## src/design/dsu_pkg.sv

```systemverilog
// Shared codes, command and status types for the union-find core.
`default_nettype none

package dsu_pkg;

	// request kinds
	localparam logic [1:0] REQ_ADD   = 2'd0;
	localparam logic [1:0] REQ_FIND  = 2'd1;
	localparam logic [1:0] REQ_MERGE = 2'd2;

	// result status codes
	localparam logic [1:0] ST_OK     = 2'd0;
	localparam logic [1:0] ST_ABSENT = 2'd1;
	localparam logic [1:0] ST_DUP    = 2'd2;

	// address source shared by all three RAMs in a cycle
	typedef enum logic [2:0] {
		ADDR_A,
		ADDR_B,
		ADDR_LA,
		ADDR_LB,
		ADDR_LOSER,
		ADDR_NEXT,
		ADDR_WINNER,
		ADDR_TAIL
	} addr_sel_t;

	typedef enum logic [2:0] {
		RES_ZERO,
		RES_A,
		RES_LEAD,
		RES_LA,
		RES_WIN
	} res_sel_t;

	typedef struct packed {
		logic       load_req;
		addr_sel_t  addr_sel;
		logic       add;
		logic       lead_we;
		logic       next_we;
		logic       size_we;
		logic       la_ld;
		logic       lb_ld;
		logic       sa_ld;
		logic       pick;
		logic       tail_w;
		logic       tail_next;
		logic       res_ld;
		res_sel_t   res_sel;
		logic [1:0] res_status;
		logic       push;
	} dsu_cmd_t;

	typedef struct packed {
		logic [1:0] req_type;
		logic       a_range;
		logic       a_present;
		logic       b_ok;
		logic       lead_eq;
		logic       next_none;
		logic       out_free;
	} dsu_stat_t;

endpackage

`default_nettype wire

```

## src/design/dsu_ctrl.sv

```systemverilog
// Controller state machine: sequences add, find and merge over the datapath.
`default_nettype none

module dsu_ctrl
	import dsu_pkg::*;
(
	input  wire logic      clk,
	input  wire logic      arst_n,
	input  wire logic      in_valid,
	output logic           in_ready,
	input  wire dsu_stat_t stat,
	output dsu_cmd_t       cmd
);

	localparam logic [3:0] S_IDLE    = 4'd0;
	localparam logic [3:0] S_DECODE  = 4'd1;
	localparam logic [3:0] S_RD_ONE  = 4'd2;
	localparam logic [3:0] S_RD_LA   = 4'd3;
	localparam logic [3:0] S_RD_LB   = 4'd4;
	localparam logic [3:0] S_RD_SA   = 4'd5;
	localparam logic [3:0] S_RD_SB   = 4'd6;
	localparam logic [3:0] S_RELABEL = 4'd7;
	localparam logic [3:0] S_WALK_L  = 4'd8;
	localparam logic [3:0] S_WALK_T  = 4'd9;
	localparam logic [3:0] S_JOIN    = 4'd10;
	localparam logic [3:0] S_FINISH  = 4'd11;

	logic [3:0] state_q;
	logic [3:0] state_d;

	assign in_ready = (state_q == S_IDLE);

	always_comb begin
		cmd          = '0;
		cmd.addr_sel = ADDR_A;
		cmd.res_sel  = RES_ZERO;
		state_d      = state_q;
		unique case (state_q)
			S_IDLE: begin
				if (in_valid) begin
					cmd.load_req = 1'b1;
					state_d      = S_DECODE;
				end
			end
			S_DECODE: begin
				priority if (stat.req_type == REQ_ADD) begin
					priority if (!stat.a_range) begin
						cmd.res_ld     = 1'b1;
						cmd.res_status = ST_ABSENT;
						state_d        = S_FINISH;
					end else if (stat.a_present) begin
						state_d = S_RD_ONE;
					end else begin
						cmd.add        = 1'b1;
						cmd.lead_we    = 1'b1;
						cmd.next_we    = 1'b1;
						cmd.size_we    = 1'b1;
						cmd.res_ld     = 1'b1;
						cmd.res_sel    = RES_A;
						cmd.res_status = ST_OK;
						state_d        = S_FINISH;
					end
				end else if (!(stat.a_range && stat.a_present) ||
				             (stat.req_type == REQ_MERGE && !stat.b_ok)) begin
					cmd.res_ld     = 1'b1;
					cmd.res_status = ST_ABSENT;
					state_d        = S_FINISH;
				end else if (stat.req_type == REQ_MERGE) begin
					state_d = S_RD_LA;
				end else begin
					state_d = S_RD_ONE;
				end
			end
			S_RD_ONE: begin
				cmd.res_ld     = 1'b1;
				cmd.res_sel    = RES_LEAD;
				cmd.res_status = (stat.req_type == REQ_ADD) ? ST_DUP : ST_OK;
				state_d        = S_FINISH;
			end
			S_RD_LA: begin
				cmd.la_ld    = 1'b1;
				cmd.addr_sel = ADDR_B;
				state_d      = S_RD_LB;
			end
			S_RD_LB: begin
				cmd.lb_ld = 1'b1;
				if (stat.lead_eq) begin
					cmd.res_ld     = 1'b1;
					cmd.res_sel    = RES_LA;
					cmd.res_status = ST_OK;
					state_d        = S_FINISH;
				end else begin
					cmd.addr_sel = ADDR_LA;
					state_d      = S_RD_SA;
				end
			end
			S_RD_SA: begin
				cmd.sa_ld    = 1'b1;
				cmd.addr_sel = ADDR_LB;
				state_d      = S_RD_SB;
			end
			S_RD_SB: begin
				cmd.pick = 1'b1;
				state_d  = S_RELABEL;
			end
			S_RELABEL: begin
				cmd.addr_sel = ADDR_LOSER;
				cmd.lead_we  = 1'b1;
				state_d      = S_WALK_L;
			end
			S_WALK_L: begin
				// one losing-list member relabelled per cycle
				if (stat.next_none) begin
					cmd.addr_sel = ADDR_WINNER;
					cmd.tail_w   = 1'b1;
					state_d      = S_WALK_T;
				end else begin
					cmd.addr_sel = ADDR_NEXT;
					cmd.lead_we  = 1'b1;
				end
			end
			S_WALK_T: begin
				if (stat.next_none) begin
					cmd.addr_sel = ADDR_TAIL;
					cmd.next_we  = 1'b1;
					state_d      = S_JOIN;
				end else begin
					cmd.addr_sel  = ADDR_NEXT;
					cmd.tail_next = 1'b1;
				end
			end
			S_JOIN: begin
				cmd.addr_sel   = ADDR_WINNER;
				cmd.size_we    = 1'b1;
				cmd.res_ld     = 1'b1;
				cmd.res_sel    = RES_WIN;
				cmd.res_status = ST_OK;
				state_d        = S_FINISH;
			end
			S_FINISH: begin
				if (stat.out_free) begin
					cmd.push = 1'b1;
					state_d  = S_IDLE;
				end
			end
			default: begin
				state_d = S_IDLE;
			end
		endcase
	end

	always_ff @(posedge clk or negedge arst_n) begin
		if (!arst_n) begin
			state_q <= S_IDLE;
		end else begin
			state_q <= state_d;
		end
	end

endmodule

`default_nettype wire

```

## config.mk

```make
export PLATFORM = sky130hd
export DESIGN_NAME = dsu_ctrl
export DESIGN_NICKNAME = d
export VERILOG_FILES = /design/src/design/dsu_pkg.sv /design/src/design/dsu_ctrl.sv
export SDC_FILE = /design/constraint.sdc
export NUM_CORES = 1
export LEC_CHECK = 0
export BUFFER_PORTS_ARGS = -buffer_cell sky130_fd_sc_hd__buf_2
export CAP_MARGIN = 25
export CORE_MARGIN = 2
export CORE_UTILIZATION = 37
export CTS_CLUSTER_DIAMETER = 40
export DETAILED_ROUTE_END_ITERATION = 7
export GPL_TIMING_DRIVEN = 1
export PLACE_DENSITY = 0.71
export SYNTH_ARGS = -nofsm -noshare
export SYNTH_HDL_FRONTEND = slang
export SYNTH_SLANG_ARGS = --single-unit
```

## constraint.sdc

```tcl
create_clock -name clk -period 1.45 [get_ports clk]
set_input_delay 0.29 -clock clk [delete_from_list [all_inputs] [get_ports clk]]
set_output_delay 0.29 -clock clk [all_outputs]
set_load 0.1 [all_outputs]
```

==> results of run 1 <==
kinds of logic after synthesis:
family | after synthesis | share of synthesized area (%)
AOI/OAI and AO/OA | 27 | 30.4
buffers and inverters | 11 | 8.42
DFF | 4 | 16.4
muxes | 4 | 7.60
and+or+nand+nor | 42 | 37.2
through the flow:
step	instances	setup WS (ns)	area, um2	hold WS, ns
2_1_floorplan	88	-1.03	871	-0.00559
3_3_place_gp	166	-0.347	1590	0.0931
==> metrics, run 1 <==
Yosys top cell area share=16.4%; Rows=14; Post-synth EDFFs=0; register area share after synthesis=16.4%; tool error=[ERROR DPL-0038] Utilization greater than 100%, impossible to legalize; Post-Synthesis Cells=88; Synth warnings=0; most frequent cell after synthesis=nor2_1; starting density of the core=40.0%; Final Wtd Congestion=0.817; Synth area leaders=dfrtp_1, nor3_1, nand2b_1; DIE WIDTH=44.6 um; Synthesized Nets=99; Synth area leader=dfrtp_1; Chip Height=44.6 um; status=did not finish; number of port buffers=32; Cell variety after synth=34; Commonest cells post-synth=nor2_1, nor3_1, a21oi_1, nand2_1, nand2b_1; asr flop ratio synth=100%; IO Count=33; Mean Syn Cell Area=6.92 um2; register bit total from synthesis=4; Synth Cell Area=609 um2; dominant synthesized flop cell=dfrtp_1; stage where the run ended=3_5_place_dp
==> run 2: changes to the inputs <==
- CORE_AREA: default -> 2 2 63 65
- CORE_MARGIN: 2 -> default
- CORE_UTILIZATION: 37 -> default
- CTS_CLUSTER_DIAMETER: 40 -> default
- DIE_AREA: default -> 0 0 65 67
- PLACE_DENSITY: 0.71 -> default
- PLACE_DENSITY_LB_ADDON: default -> 0.15
- clock period: 1.45 -> 1.89 ns (I/O delays scaled with it)
==> metrics, run 2 <==
status=finished with violations; failing checks=negative setup slack; Max Buffers Root-to-Sink=2; CP Launch Type=primary input; Post-Layout Inst Area=0.00172 mm2; setup violators final=8; Synth warnings=0; number of CTS-inserted buffers=3; worst slew pin tran=0.358 ns; Filler Cell Count=349; Root Buffer Master=clkbuf_8; post-route ant nets=0; Cell variety after synth=34; Place WS=-0.158 ns; register area share after synthesis=16.4%; ant diodes=0; Synth area leaders=dfrtp_1, nor3_1, nand2b_1; Clock transition at path regs=0.04 ns; Chip Height=67 um; Area after DPL=0.00151 mm2; DIE WIDTH=65 um; area of the multi-input gates=736 um2; Hold Vio Cnt, Final=0; Final period util=104%; Final Routed Wirelength=2.59 mm; H-Tree Level Count=1; Fin Setup TNS=-0.241 ns; clk_skew=0.00634 ns; most frequent cell after synthesis=nor2_1; CTS tree=done; max FFs per register=4; Post-synth EDFFs=0; largest net degree at the start of global routing=13; nets@finish=158; vias in the first global route=944; RSZ-0062 raised after global routing=yes; DIE AREA=0.00436 mm2; dominant synthesized flop cell=dfrtp_1; Initial DRC Count=18; final slew viol count=0; Vias=910; drt via density=4.72; register bit total from synthesis=4; FF+latch area=105 um2; antenna violations before repair=0; top flop regs=state_q (4); Crit Path Max Fanout=3; min cycle time layout=1.97 ns; overall routing resource usage=13.2%; Yosys top cell area share=16.4%; number of port buffers=32; Synth Cell Area=609 um2; fin worst setup slack=-0.0786 ns; maxcap violations=0; most frequent cells in the layout=buf_4, buf_12, buf_2; IO Count=33; layout cells sized above 1=73.8%; # DRC=0; Post-DP HPWL=1.97 mm; Hold Crit Class=in2async; critical path endpoint category=output port; core box area=0.00361 mm2; Worst-Skew Late Latency=0.22 ns; Max-slew headroom=75.9%; Post-Synthesis Cells=88; asr flop ratio synth=100%; most common cell after layout, fill and taps aside=buf_4; 1st-pass router iterations=4; Critical Path AT=1.59 ns; Rows=22; Commonest cells post-synth=nor2_1, nor3_1, a21oi_1, nand2_1, nand2b_1; Crit Path Category=in2out; drt wl/cell=13.4 um; first-pass GRT wire length=4.40 mm; Fmax=0.508 GHz; worst hold slack=0.512 ns; Req. time, crit path=1.51 ns; Synthesized Nets=99; Synth area leader=dfrtp_1; Biggest register=state_q; Mean Syn Cell Area=6.92 um2; total gr overflow=0; clock sinks=4; Final Wtd Congestion=0.748; Area Overhead vs Synth=182%; starting density of the core=16.9%
## run 2: metrics by stage
| step | cells | utilization (%) |
|---|---|---|
| finish | 193 | 47.6 |
| global placement | 180 | 41.9 |
| global route | 193 | 47.6 |
| floorplan | 88 | - |
| detailed placement | 180 | 41.9 |
| CTS | 191 | 46.4 |
## run 2: worst paths after layout
path | cells after the start | slack, ns | start | endpoint
worst max-delay path | 6 | -0.08 | stat[7] | cmd[3]
worst min-delay path | 2 | 0.51 | arst_n | state_q[2]
worst max register to register | 5 | 0.19 | state_q[0] | state_q[0]
worst min register to register | 3 | 0.79 | state_q[2] | state_q[2]
max in group asynchronous | 2 | 1.24 | arst_n | state_q[0]
min in group clk | 4 | 0.57 | stat[0] | state_q[3]
## run 2: cells by family after synthesis
family	share of synthesized area [%]
AOI/OAI and AO/OA	30.4
DFF	16.4
and+or+nand+nor	37.2
muxes	7.60
buffers and inverters	8.42
## run 2: final cells by class
type | count | area share, %
sequential | 4 | 6.13
multi-input combinational | 73 | 42.9
inverter | 3 | 0.656
tap | 48 | 3.50
clock buffer | 3 | 2.41
timing repair buffer | 62 | 44.4
## run 2: worst max-delay path, stage by stage
cell	delay [ns]
buf_6	0.10
nor4b_4	0.35
nand2_1	0.09
mux2_4	0.28
nor3_4	0.19
buf_12	0.20
## run 2: per-layer routing
metal | global-route usage [%] | vias up | share of wire [%] | wire, um
met3 | 3.21 | 4 | 5.3 | 138
met4 | 4.79 | 0 | 1.7 | 44
met1 | 15.5 | 439 | 41 | 1060
met2 | 23.1 | 25 | 52 | 1350
li1 | - | 442 | - | -
met5 | 0 | - | 0 | 0
## run 2: repair_timing
action / CTS / global route
pin swaps: 5 / 3
setup buffers: 7 / 2
resized for setup: 17 / 6
setup endpoints to repair: 18 / 16
hold endpoints to repair: 4 / 0
hold buffers: 1 / 0
Power of run 2 is not shown: default switching activity piles up to over one toggle a cycle in this logic, so the estimate is an artifact.
==> run 3: changes to the inputs <==
- REMOVE_ABC_BUFFERS: default -> 1
==> metrics, run 3 (same netlist as run 2, synthesis figures left out) <==
H-Tree Level Count=1; critical path buffer and inverter count=4; DIE AREA=0.00436 mm2; Core Util, Final=44.1%; vias in the first global route=855; CTS tree=done; Max stage delay on crit path=0.42 ns; antenna violations before repair=0; max FFs per register=4; layout cells sized above 1=65.1%; Chip Height=67 um; Initial DRC Count=31; starting density of the core=16.9%; failing checks=negative setup slack; # DRC=0; Crit Path Category=reg2out; maxcap violations=0; Post-DP HPWL=1.93 mm; Hold Crit Class=in2async; slowest stage cell on the critical path=dfrtp_2; fin worst setup slack=-0.110 ns; ant diodes=0; CP Cell Sequence=buf_6, buf_4, mux2_2, nor3_2, buf_4, buf_12; Max-slew headroom=78.1%; Area after DPL=0.00132 mm2; Fmax=0.500 GHz; Rows=22; Final Wtd Congestion=0.839; Filler Cell Count=362; Final Routed Wirelength=2.68 mm; Clock transition at path regs=0.03 ns; top flop regs=state_q (4); first-pass GRT wire length=3.93 mm; final slew viol count=0; min cycle time layout=2.00 ns; Crit Path Max Fanout=6; cell family with most CP delay=buffers and inverters; core box area=0.00361 mm2; Hold Vio Cnt, Final=0; overall routing resource usage=11.6%; number of port buffers=32; Worst-Skew Late Latency=0.21 ns; drt wl/cell=13.4 um; Req. time, crit path=1.51 ns; worst slew pin tran=0.326 ns; Final period util=106%; Critical Path AT=1.62 ns; total gr overflow=0; most frequent cells in the layout=buf_4, buf_12, nor2_1, buf_2; setup violators final=10; most common cell after layout, fill and taps aside=buf_4; Vias=913; Fin Setup TNS=-0.499 ns; clk_skew=0.000964 ns; number of CTS-inserted buffers=3; Root Buffer Master=clkbuf_8; Area Overhead vs Synth=161%; clock sinks=4; 1st-pass router iterations=4; CP Launch Type=register; status=finished with violations; largest net degree at the start of global routing=15; drt via density=4.57; post-route ant nets=0; critical path endpoint category=output port; cell repeated most along the worst path=buf_4; Biggest register=state_q; DIE WIDTH=65 um; Post-Layout Inst Area=0.00159 mm2; Max Buffers Root-to-Sink=2; RSZ-0062 raised after global routing=yes; IO Count=33; nets@finish=165
==> run 3: cell types whose count changed in the layout (fill, tap and decap cells not counted), sizes merged <==
cell and delta:
buf +6, bufbuf +1
==> run 3: final timing paths <==
check,startpoint,end,slack [ns],cells past startpoint
max,state_q[2],cmd[3],-0.11,6
min,arst_n,state_q[2],0.50,2
max reg2reg,state_q[0],state_q[0],0.26,5
min reg2reg,state_q[0],state_q[0],0.74,2
max in group asynchronous,arst_n,state_q[0],1.26,2
min in group clk,stat[0],state_q[3],0.55,4
==> run 3: repair_timing <==
item	4_1_cts	5_1_grt
pin swaps	2	6
gates resized for setup	14	23
endpoints found under the setup margin	21	19
hold endpoints to repair	4	0
hold buffers	1	0
setup buffers	3	6
cloned	0	0
==> run 3: cell type report <==
class | instances | area, um2 | area share, %
clock buffer | 3 | 41.3 | 2.60
inverter | 3 | 11.3 | 0.708
multi-input combinational | 73 | 566 | 35.6
tap | 48 | 60.1 | 3.78
sequential | 4 | 105 | 6.61
timing repair buffer | 69 | 807 | 50.7
==> run 3: stage by stage <==
step	cells	setup WS (ns)	hold WS, ns
floorplan	80	-3.07	0.0824
global placement	187	-0.105	0.183
detailed placement	187	-0.170	0.188
CTS	194	-0.106	0.509
global route	200	-0.167	0.528
finish	200	-0.110	0.500
==> run 3: per-layer routing <==
metal | vias to the layer above | part of all wire (%) | wire [um] | global-route usage [%]
li1 | 457 | - | - | -
met1 | 426 | 43 | 1160 | 14.0
met2 | 24 | 51 | 1380 | 20.7
met3 | 6 | 4.2 | 112 | 2.20
met4 | 0 | 1.0 | 28 | 3.72
met5 | - | 0 | 0 | 0
Power of run 3 is left out for the same reason.
==> run 4: changes to the inputs <==
- SKIP_LAST_GASP: default -> 1
==> metrics, run 4 (same netlist as run 2, synthesis figures left out) <==
status=finished with violations; failing checks=negative setup slack; layout cells sized above 1=64.2%; most frequent cells in the layout=buf_4, buf_12, nor2_1, buf_2; slowest stage cell on the critical path=dfrtp_2; Final Wtd Congestion=0.839; DIE AREA=0.00436 mm2; setup violators final=9; total gr overflow=0; Area Overhead vs Synth=155%; post-route ant nets=0; Max-slew headroom=75.3%; Final period util=104%; Critical Path AT=1.58 ns; CP Cell Sequence=buf_4, o31a_1, o22ai_2, buf_12; cell family with most CP delay=compound AO/OA/AOI/OAI gates; Rows=22; first-pass GRT wire length=3.91 mm; Worst-Skew Late Latency=0.21 ns; number of port buffers=32; # DRC=0; final slew viol count=0; Crit Path Max Fanout=8; RSZ-0062 raised after global routing=yes; largest net degree at the start of global routing=15; Chip Height=67 um; Crit Path Category=reg2out; Fmax=0.511 GHz; maxcap violations=0; drt wl/cell=13.5 um; Hold Vio Cnt, Final=0; vias in the first global route=853; number of CTS-inserted buffers=3; fin worst setup slack=-0.0676 ns; IO Count=33; min cycle time layout=1.96 ns; area of the multi-input gates=567 um2; antenna violations before repair=0; nets@finish=164; CP Launch Type=register; H-Tree Level Count=1; Biggest register=state_q; worst slew pin tran=0.367 ns; overall routing resource usage=11.6%; top flop regs=state_q (4); Worst Reg2Reg Path Length in Cells=5; starting density of the core=16.9%; Place WS=-0.170 ns; clock sinks=4; reg-to-reg endpoint=state_q[0]; critical path buffer and inverter count=2; Hold Crit Class=in2async; core box area=0.00361 mm2; max FFs per register=4; reg2reg start=state_q[1]; worst hold slack=0.501 ns; Max Buffers Root-to-Sink=2; drt via density=4.59; ant diodes=0; CTS tree=done; Final Routed Wirelength=2.68 mm; critical path endpoint category=output port; DIE WIDTH=65 um; Vias=914; clk_skew=0.000560 ns; most common cell after layout, fill and taps aside=buf_4; Clock transition at path regs=0.03 ns; FF+latch area=105 um2; Req. time, crit path=1.51 ns; Area after DPL=0.00132 mm2; Initial DRC Count=28; Filler Cell Count=360; Max stage delay on crit path=0.46 ns; Root Buffer Master=clkbuf_8; Worst R2R Setup Slack=0.21 ns; 1st-pass router iterations=4; Post-Layout Inst Area=0.00156 mm2; Post-DP HPWL=1.93 mm
run 4: changes by cell type in the layout (fill, tap and decap cells not counted), sizes merged:
cell	previous run	this run
clkbuf	3	4
buf	67	66
bufbuf	1	0
run 4: how the worst max path moves through the flow:
| stage | cells after the start | slack (ns) | end | startpoint |
|---|---|---|---|---|
| 3_5_place_dp | 7 | -0.17 | cmd[3] | stat[7] |
| 4_1_cts | 6 | -0.11 | cmd[15] | state_q[0] |
| 6_report | 4 | -0.07 | cmd[6] | state_q[3] |
| 2_1_floorplan | 2 | -3.07 | cmd[20] | state_q[2] |
| 3_3_place_gp | 7 | -0.11 | cmd[3] | stat[7] |
| 5_1_grt | 6 | -0.14 | cmd[15] | state_q[0] |
run 4: repair_timing:
action | 4_1_cts | 5_1_grt
endpoints found under the hold margin | 4 | 0
hold buffers | 1 | 0
endpoints found under the setup margin | 21 | 19
pin swaps | 1 | 3
gates resized for setup | 11 | 19
buffers inserted | 3 | 5
run 4: through the flow:
stage	utilization [%]	cells	TNS [ns]
4_1_cts	40.0	194	-0.980
2_1_floorplan	-	80	-28.30
5_1_grt	43.1	199	-1.05
6_report	43.1	199	-0.314
3_3_place_gp	36.7	187	-0.225
3_5_place_dp	36.7	187	-0.335
run 4: area by class of cell:
| class | count | share of cell area [%] |
|---|---|---|
| Timing Repair Buffer | 68 | 49.6 |
| Multi-Input combinational cell | 73 | 36.4 |
| Sequential cell | 4 | 6.76 |
| Tap cell | 48 | 3.86 |
| Clock buffer | 3 | 2.65 |
| Inverter | 3 | 0.724 |
run 4: per-layer routing:
metal  vias up  track usage, %  wire (um)
met5         -               0          0
met4         0            3.72         20
met3         4            2.20        125
met2        23            20.7       1400
met1       432            13.8       1130
li1        455               -          -
Power of run 4 is left out for the same reason.
